$ cat config.mk
export PLATFORM = sky130hd
export DESIGN_NAME = ftt_ctrl
export DESIGN_NICKNAME = d
export VERILOG_FILES = /design/src/ftt_pkg.sv /design/src/ftt_ctrl.sv
export SDC_FILE = /design/constraint.sdc
export NUM_CORES = 1
export LEC_CHECK = 0
export BUFFER_PORTS_ARGS = -buffer_cell sky130_fd_sc_hd__buf_2
export CAP_MARGIN = 20
export CORE_MARGIN = 10
export CORE_UTILIZATION = 44
export DETAILED_ROUTE_END_ITERATION = 12
export PLACE_DENSITY = 0.78
export SETUP_SLACK_MARGIN = 0.5
export SYNTH_ARGS = -nofsm -noshare
export SYNTH_HDL_FRONTEND = slang
export SYNTH_SLANG_ARGS = --single-unit
$ cat constraint.sdc
create_clock -name clk_i -period 1.68 [get_ports clk_i]
set_input_delay 0.42 -clock clk_i [delete_from_list [all_inputs] [get_ports clk_i]]
set_output_delay 0.42 -clock clk_i [all_outputs]
set_load 0.1 [all_outputs]
$ cat src/ftt_pkg.sv
// Shared constants, record layout and controller/datapath interface types for the flow table.
package ftt_pkg;

  localparam int BUCKET_BITS = 11;
  localparam int MAX_FLOWS   = 8192;
  localparam int MAX_TOP     = 64;

  localparam int NUM_BUCKETS = 1 << BUCKET_BITS;
  localparam int IDX_W       = $clog2(MAX_FLOWS);
  localparam int CNT_W       = IDX_W + 1;
  localparam int TOPN_W      = 7;
  localparam int RANK_W      = 6;
  localparam int STAT_W      = 3;

  localparam logic [TOPN_W-1:0] TOPN_RESET = TOPN_W'(10);

  localparam logic [STAT_W-1:0] STAT_UPDATED = 3'd0;
  localparam logic [STAT_W-1:0] STAT_CREATED = 3'd1;
  localparam logic [STAT_W-1:0] STAT_DROPPED = 3'd2;
  localparam logic [STAT_W-1:0] STAT_ROW     = 3'd3;
  localparam logic [STAT_W-1:0] STAT_EMPTY   = 3'd4;

  typedef struct packed {
    logic             link_v;
    logic [IDX_W-1:0] link_idx;
    logic [63:0]      session;
    logic [63:0]      bytes;
    logic [47:0]      packets;
    logic             app_known;
    logic [15:0]      app;
    logic             resolved;
  } rec_t;

  typedef enum logic [2:0] {
    OSEL_NONE,
    OSEL_UPD_HIT,
    OSEL_UPD_NEW,
    OSEL_DROP,
    OSEL_ROW_MID,
    OSEL_ROW_LAST,
    OSEL_EMPTY
  } osel_e;

  typedef struct packed {
    logic  latch_in;
    logic  clr_wr;
    logic  head_rd;
    logic  cur_from_head;
    logic  cur_from_link;
    logic  ent_rd;
    logic  ins_wr;
    logic  upd_wr;
    logic  rep_init;
    logic  row_init;
    logic  scan_step;
    logic  row_commit;
    osel_e out_sel;
  } cmd_t;

  typedef struct packed {
    logic clr_done;
    logic cur_v;
    logic hit;
    logic full;
    logic scan_done;
    logic have_best;
    logic have_held;
    logic row_lim;
    logic lim_zero;
    logic out_free;
  } sts_t;

endpackage

$ cat src/ftt_ctrl.sv
// Flow table controller: head clearing, chain walk, insert or update, and report row selection.
module ftt_ctrl (
  input  logic          clk_i,
  input  logic          rst_ni,
  input  logic          in_valid_i,
  input  logic          req_type_i,
  output logic          in_stall_o,
  input  ftt_pkg::sts_t sts_i,
  output ftt_pkg::cmd_t cmd_o
);

  typedef enum logic [3:0] {
    S_CLR,
    S_IDLE,
    S_U_HEAD,
    S_U_CHK,
    S_U_CMP,
    S_U_HIT,
    S_U_MISS,
    S_R_ROW,
    S_R_SCAN,
    S_R_PICK,
    S_R_FIN
  } state_e;

  state_e state_q, state_d;

  assign in_stall_o = (state_q != S_IDLE);

  always_comb begin
    cmd_o   = '0;
    state_d = state_q;
    case (state_q)
      S_CLR: begin
        cmd_o.clr_wr = 1'b1;
        if (sts_i.clr_done) begin
          state_d = S_IDLE;
        end
      end
      S_IDLE: begin
        if (in_valid_i) begin
          cmd_o.latch_in = 1'b1;
          if (req_type_i) begin
            cmd_o.rep_init = 1'b1;
            state_d = sts_i.lim_zero ? S_R_FIN : S_R_ROW;
          end else begin
            cmd_o.head_rd = 1'b1;
            state_d = S_U_HEAD;
          end
        end
      end
      S_U_HEAD: begin
        cmd_o.cur_from_head = 1'b1;
        state_d = S_U_CHK;
      end
      S_U_CHK: begin
        if (sts_i.cur_v) begin
          cmd_o.ent_rd = 1'b1;
          state_d = S_U_CMP;
        end else begin
          state_d = S_U_MISS;
        end
      end
      S_U_CMP: begin
        if (sts_i.hit) begin
          state_d = S_U_HIT;
        end else begin
          cmd_o.cur_from_link = 1'b1;
          state_d = S_U_CHK;
        end
      end
      S_U_HIT: begin
        if (sts_i.out_free) begin
          cmd_o.upd_wr  = 1'b1;
          cmd_o.out_sel = ftt_pkg::OSEL_UPD_HIT;
          state_d = S_IDLE;
        end
      end
      S_U_MISS: begin
        if (sts_i.out_free) begin
          if (sts_i.full) begin
            cmd_o.out_sel = ftt_pkg::OSEL_DROP;
          end else begin
            cmd_o.ins_wr  = 1'b1;
            cmd_o.out_sel = ftt_pkg::OSEL_UPD_NEW;
          end
          state_d = S_IDLE;
        end
      end
      S_R_ROW: begin
        cmd_o.row_init = 1'b1;
        state_d = S_R_SCAN;
      end
      S_R_SCAN: begin
        cmd_o.scan_step = 1'b1;
        if (sts_i.scan_done) begin
          state_d = S_R_PICK;
        end
      end
      S_R_PICK: begin
        if (!sts_i.have_best) begin
          state_d = S_R_FIN;
        end else if (!sts_i.have_held || sts_i.out_free) begin
          if (sts_i.have_held) begin
            cmd_o.out_sel = ftt_pkg::OSEL_ROW_MID;
          end
          cmd_o.row_commit = 1'b1;
          state_d = sts_i.row_lim ? S_R_FIN : S_R_ROW;
        end
      end
      S_R_FIN: begin
        if (sts_i.out_free) begin
          cmd_o.out_sel = sts_i.have_held ? ftt_pkg::OSEL_ROW_LAST : ftt_pkg::OSEL_EMPTY;
          state_d = S_IDLE;
        end
      end
      default: begin
        state_d = S_IDLE;
      end
    endcase
  end

  always_ff @(posedge clk_i or negedge rst_ni) begin
    if (!rst_ni) begin
      state_q <= S_CLR;
    end else begin
      state_q <= state_d;
    end
  end

endmodule

==> results of run 1 <==
==> cell families after synthesis <==
family          synth area share (%)
mux                            6.315
flops                          16.84
compound gates                 21.47
buf+inv                        11.16
simple gates                   44.21
==> metrics by stage <==
stage	setup WS, ns	cells	TNS, ns
2_1_floorplan	-0.4480	74	-3.430
3_3_place_gp	-0.02711	131	-0.06779
==> impl_metrics.tcl, run 1 <==
set metrics [dict create \
    dp_hpwl_mm 2.573 \
    yosysMostFrequentCell "nand2_1" \
    syn_inst 74 \
    die_h_um 56.75 \
    synth_edf_count 0 \
    tool.error "[ERROR DPL-0033] detailed placement checks failed during check placement." \
    start_util_pct 46.25 \
    ys_seq_elements 4 \
    chipWidth_um 56.75 \
    io_buffers 29 \
    outcome "aborted with a tool error" \
    synth_async_sr_flop_share_pct 100.0 \
    synth-seq-area-share_pct 16.84 \
    rows 13 \
    syn_area_um2 594.3 \
    syn_avg_cell_area_um2 8.031 \
    synth_warnings 0 \
    netlist_top_cells_count "nand2_1 (7), nor2_1 (6), nor2b_1 (5)" \
    synth.area.top_cells "dfrtp_1 (17%), buf_6 (5.7%), nor2b_1 (5.3%)" \
    haltStage "detailed placement (3_5_place_dp)" \
    synth_fp_nets 88 \
    ys_types 38 \
    synth_largest_area_cell "dfrtp_1" \
    synth_flop_cell "dfrtp_1" \
    synthDominantCellAreaShare_pct 16.84 \
    place_congestion 0.8439 \
    io_pins 30 \
]
==> run 2, diff against run 1 <==
--- a/config.mk
+++ b/config.mk
@@ -7,11 +7,10 @@
 export LEC_CHECK = 0
 export BUFFER_PORTS_ARGS = -buffer_cell sky130_fd_sc_hd__buf_2
 export CAP_MARGIN = 20
-export CORE_MARGIN = 10
-export CORE_UTILIZATION = 44
+export CORE_AREA = 10 10 71 73
 export DETAILED_ROUTE_END_ITERATION = 12
-export PLACE_DENSITY = 0.78
-export SETUP_SLACK_MARGIN = 0.5
+export DIE_AREA = 0 0 81 83
+export PLACE_DENSITY_LB_ADDON = 0.15
 export SYNTH_ARGS = -nofsm -noshare
 export SYNTH_HDL_FRONTEND = slang
 export SYNTH_SLANG_ARGS = --single-unit
==> run 2 against run 1 <==
Effect of this change:
- synthesized cell count is the same
- the flow now finishes, with violations (setup timing)
- synthesized area stayed put
==> impl_metrics.tcl, run 2 <==
set metrics [dict create \
    fin_ws_ns -0.2418 \
    ys_seq_elements 4 \
    fin_util_pct 44.18 \
    synth_flop_cell "dfrtp_1" \
    crit_fanout 6 \
    p_leak_nw 0.6663 \
    setup_viol 17 \
    cts.sinks 4 \
    wl_per_cell_um 13.75 \
    netlist_top_cells_count "nand2_1 (7), nor2_1 (6), nor2b_1 (5)" \
    grt_util_all_layers_pct 7.851 \
    area_growth_pct 170.1 \
    critical_path.cell_chain "nand4b_1 -> and2_4 -> nor3b_4 -> buf_12" \
    min_period_ns 1.922 \
    r2r_slack_ns -0.05 \
    clockBufferDepth 2 \
    reg_top3 "state_q: 4 flops" \
    syn_area_um2 594.3 \
    vdd_drop_max_mv 0.6461 \
    timing.hold.ws_ns 0.5294 \
    synth-seq-area-share_pct 16.84 \
    antenna_found_initial 0 \
    clk_pin_slew_worst_paths_ns 0.03 \
    synth.area.top_cells "dfrtp_1 (17%), buf_6 (5.7%), nor2b_1 (5.3%)" \
    die_h_um 83 \
    start_util_pct 16.36 \
    cts_made_buffers 3 \
    grt_max_degree 9 \
    drt_pass1_iterations 4 \
    min_path_type "input pin to async pin" \
    fin_setup_tns_ns -2.441 \
    failed_checks "setup timing" \
    fillers 351 \
    path_class "register to primary output" \
    rows 22 \
    worst_pin_slew_ns 0.3432 \
    grt_overflow 0 \
    dieArea_um2 6723 \
    routed_via_density 4.341 \
    drt-initial-drc-count 19 \
    powerDensity_nw_per_um2 1920 \
    slowest_stage "dfrtp_2" \
    register_area_um2 105.1 \
    cts_tree "built" \
    place_congestion 0.7526 \
    fin_skew_ns 0.004948 \
    final_cells 185 \
    largest_reg_flops 4 \
    synth_edf_count 0 \
    drtAntennaViolNets 0 \
    cpPeakStageDelay_ns 0.44 \
    final_common_cell "buf_4" \
    ys_types 38 \
    io_pins 30 \
    syn_avg_cell_area_um2 8.031 \
    syn_inst 74 \
    period_share_pct 114.4 \
    crit_arrival_ns 1.50 \
    maxSlewViolCount 0 \
    hold_violations 0 \
    n_antenna_cell 0 \
    h-tree-depth 1 \
    cap_violations 0 \
    start_kind "register" \
    clk_latency_ns 0.22 \
    end_kind "primary output" \
    layout_common_cells "buf_4 (21), buf_12 (19), buf_2 (13), buf_6 (13)" \
    largest-register "state_q" \
    synth_async_sr_flop_share_pct 100.0 \
    design.core.area_um2 3633 \
    root_buffer "clkbuf_8" \
    required_ns 1.26 \
    multi_input_area_um2 631.9 \
    yosysMostFrequentCell "nand2_1" \
    grt_first_pass_wirelength_mm 4.257 \
    grt_pass1_vias 866 \
    place_ws_ns -0.08750 \
    layout.nets 153 \
    synth_largest_area_cell "dfrtp_1" \
    synth_fp_nets 88 \
    chipWidth_um 81 \
    fmax_mhz 520.4 \
    dpl.cell_count 170 \
    synthDominantCellAreaShare_pct 16.84 \
    outcome "finished with violations" \
    io_buffers 29 \
    synth_warnings 0 \
    drc 0 \
    drive_gt1_share_pct 79.56 \
    relSlewSlack_pct 76.93 \
    wirelength_mm 2.544 \
    dp_hpwl_mm 2.061 \
    vias 803 \
    rsz0062_at_grt "true" \
]
[run 2: repair_timing]
item | 4_1_cts | 5_1_grt
hold buffers | 1 | 0
pin swaps | 8 | 11
gates resized for setup | 25 | 8
hold endpoints to repair | 2 | 0
setup buffers | 12 | 4
setup endpoints to repair | 18 | 20
[run 2: final timing paths]
| path | cells after the start | start | to |
|---|---|---|---|
| setup reg to reg | 6 | state_q[0] | state_q[0] |
| hold reg to reg | 2 | state_q[0] | state_q[0] |
| setup / recovery | 4 | state_q[1] | cmd_o[2] |
| max in group asynchronous | 2 | rst_ni | state_q[0] |
| min in group clk_i | 4 | sts_i[5] | state_q[2] |
| hold / removal | 2 | rst_ni | state_q[3] |
[run 2: through the flow]
step           instance area (um2)  power, mW
2_1_floorplan                760.7      1.668
3_3_place_gp                  1366      2.495
3_5_place_dp                  1366      2.510
4_1_cts                       1588      3.070
5_1_grt                       1605      3.256
6_report                      1605      3.083
[run 2: cell families after synthesis]
family | after synthesis | share of synthesized area, %
compound gates | 17 | 21.47
buf+inv | 9 | 11.16
flops | 4 | 16.84
mux | 3 | 6.315
simple gates | 41 | 44.21
[run 2: power by group]
part	total (mW)	internal, mW	switching (mW)
registers	0.224	0.148	0.0767
clock network	0.205	0.153	0.0520
logic	2.65	1.29	1.36
total	3.08	1.59	1.49
[run 2: routing by layer]
layer	vias to the layer above	GRT usage, %	routed length (um)
met5	-	0	0
met4	0	1.878	20
met3	4	2.371	131
met2	19	13.90	1356
met1	375	8.738	1036
li1	405	-	-
[run 2: worst max-delay path, delay by kind of cell (launching register included)]
family	cells	cell delay [ns]
DFF	1	0.44
buffers and inverters	1	0.20
and+or+nand+nor	3	0.63
[run 2: final cells by class]
cell class | instances | area share [%]
Clock buffer | 3 | 2.572
Inverter | 2 | 0.4677
Multi-Input combinational cell | 61 | 39.36
Sequential cell | 4 | 6.547
Tap cell | 48 | 3.741
Timing Repair Buffer | 67 | 47.31
(Power assumes the default switching activity.)
==> run 3, diff against run 2 <==
--- a/config.mk
+++ b/config.mk
@@ -7,10 +7,13 @@
 export LEC_CHECK = 0
 export BUFFER_PORTS_ARGS = -buffer_cell sky130_fd_sc_hd__buf_2
 export CAP_MARGIN = 20
+export CELL_PAD_IN_SITES_DETAIL_PLACEMENT = 0
+export CELL_PAD_IN_SITES_GLOBAL_PLACEMENT = 1
 export CORE_AREA = 10 10 71 73
 export DETAILED_ROUTE_END_ITERATION = 12
 export DIE_AREA = 0 0 81 83
 export PLACE_DENSITY_LB_ADDON = 0.15
+export SKIP_CTS_REPAIR_TIMING = 1
 export SYNTH_ARGS = -nofsm -noshare
 export SYNTH_HDL_FRONTEND = slang
 export SYNTH_SLANG_ARGS = --single-unit
==> run 3 against run 2 <==
Effect of this change:
- the flow still finishes with violations (setup timing)
- clock skew rose by 0.00053 ns
- cell count is 3.2% lower
- die area is the same
- clock-buffer cell count stayed put
- register-to-register slack barely moved
- critical path type unchanged
- largest cell class unchanged
- highest routed layer is now met3
==> impl_metrics.tcl, run 3 (synthesized netlist as in run 2, its figures left out) <==
set metrics [dict create \
    cts_tree "built" \
    cts_made_buffers 3 \
    dieArea_um2 6723 \
    required_ns 1.26 \
    fin_skew_ns 0.005474 \
    start_util_pct 16.36 \
    io_buffers 29 \
    root_buffer "clkbuf_8" \
    grt_util_all_layers_pct 6.763 \
    wl_per_cell_um 13.80 \
    routed_via_density 4.385 \
    p_leak_nw 0.6218 \
    hold_violations 0 \
    failed_checks "setup timing" \
    final_common_cell "buf_4" \
    maxSlewViolCount 0 \
    powerDensity_nw_per_um2 1907 \
    drive_gt1_share_pct 77.86 \
    drc 0 \
    layout_common_cells "buf_4 (22), buf_12 (17), buf_2 (13), buf_6 (9), nand2_1 (5)" \
    die_h_um 83 \
    wirelength_mm 2.471 \
    min_path_type "input pin to async pin" \
    cap_violations 0 \
    start_kind "register" \
    crit_arrival_ns 1.47 \
    min_period_ns 1.894 \
    chipWidth_um 81 \
    relSlewSlack_pct 73.23 \
    worst_pin_slew_ns 0.3982 \
    clk_latency_ns 0.22 \
    place_congestion 0.8317 \
    fin_ws_ns -0.2141 \
    rsz0062_at_grt "true" \
    reg_top3 "state_q: 4 flops" \
    n_antenna_cell 0 \
    cts.sinks 4 \
    antenna_found_initial 0 \
    r2r_slack_ns -0.05 \
    path_class "register to primary output" \
    grt_overflow 0 \
    grt_max_degree 11 \
    power_mw 2.873 \
    rows 22 \
    clk_pin_slew_worst_paths_ns 0.03 \
    drt_pass1_iterations 3 \
    end_kind "primary output" \
    drtAntennaViolNets 0 \
    fin_area_um2 1506 \
    setup_viol 18 \
    grt_first_pass_wirelength_mm 3.788 \
    drt-initial-drc-count 13 \
    design.core.area_um2 3633 \
    largest-register "state_q" \
    vias 785 \
    h-tree-depth 1 \
    io_pins 30 \
    dp_hpwl_mm 1.980 \
    startpoint "state_q[1]" \
    largest_reg_flops 4 \
    grt_pass1_vias 810 \
    area_growth_pct 153.5 \
    crit_fanout 5 \
    fmax_mhz 527.9 \
    outcome "finished with violations" \
    period_share_pct 112.7 \
    clockBufferDepth 2 \
    vdd_drop_max_mv 0.8125 \
    rr_startpoint "state_q[0]" \
    placed_area_um2 1329 \
    layout.nets 147 \
]
[run 3: path summary, 6_finish.rpt]
kind | endpoint | cells past startpoint
hold / removal | state_q[0] | 1
min in group clk_i | state_q[2] | 4
max in group asynchronous | state_q[3] | 1
hold reg to reg | state_q[0] | 2
setup / recovery | cmd_o[2] | 4
setup reg to reg | state_q[2] | 6
[run 3: report_power, final]
| group | switching, mW | total [mW] | internal (mW) |
|---|---|---|---|
| registers | 0.0719 | 0.218 | 0.146 |
| clock network | 0.0469 | 0.199 | 0.152 |
| logic | 1.32 | 2.46 | 1.14 |
[run 3: per-layer routing]
| layer | up-vias | wire, um | GRT usage (%) |
|---|---|---|---|
| met2 | 19 | 1326 | 11.31 |
| met5 | - | 0 | 0 |
| met4 | 0 | 0 | 1.252 |
| met3 | 0 | 132 | 2.155 |
| li1 | 394 | - | - |
| met1 | 372 | 1012 | 8.175 |
[run 3: area by class of cell]
class / instances / area [um2]
clock buffer: 3 / 41.29
inverter: 2 / 7.507
multi-input combinational: 61 / 621.8
fill: 364 / 2127
timing repair buffer: 61 / 671.9
sequential: 4 / 103.9
tap: 48 / 60.06
[run 3: through the flow]
step	hold WS [ns]	std cells	utilization, %	setup slack (ns)	TNS (ns)
CTS	0.0004984	173	37.71	-0.2896	-3.558
detailed placement	0.2279	170	36.57	-0.05032	-0.3180
finish	0.001455	179	41.46	-0.2141	-1.942
global route	0.004539	179	41.46	-0.2668	-3.097
global placement	0.2239	170	36.57	-0.05331	-0.3137
floorplan	0.1244	74	-	-0.4480	-3.964
[run 3: worst max-delay path: stages, from the launching register on]
cell and delay [ns]:
dfrtp_2 0.44, nand4b_1 0.23, and2_4 0.18, nor3b_4 0.21
buf_12 0.20
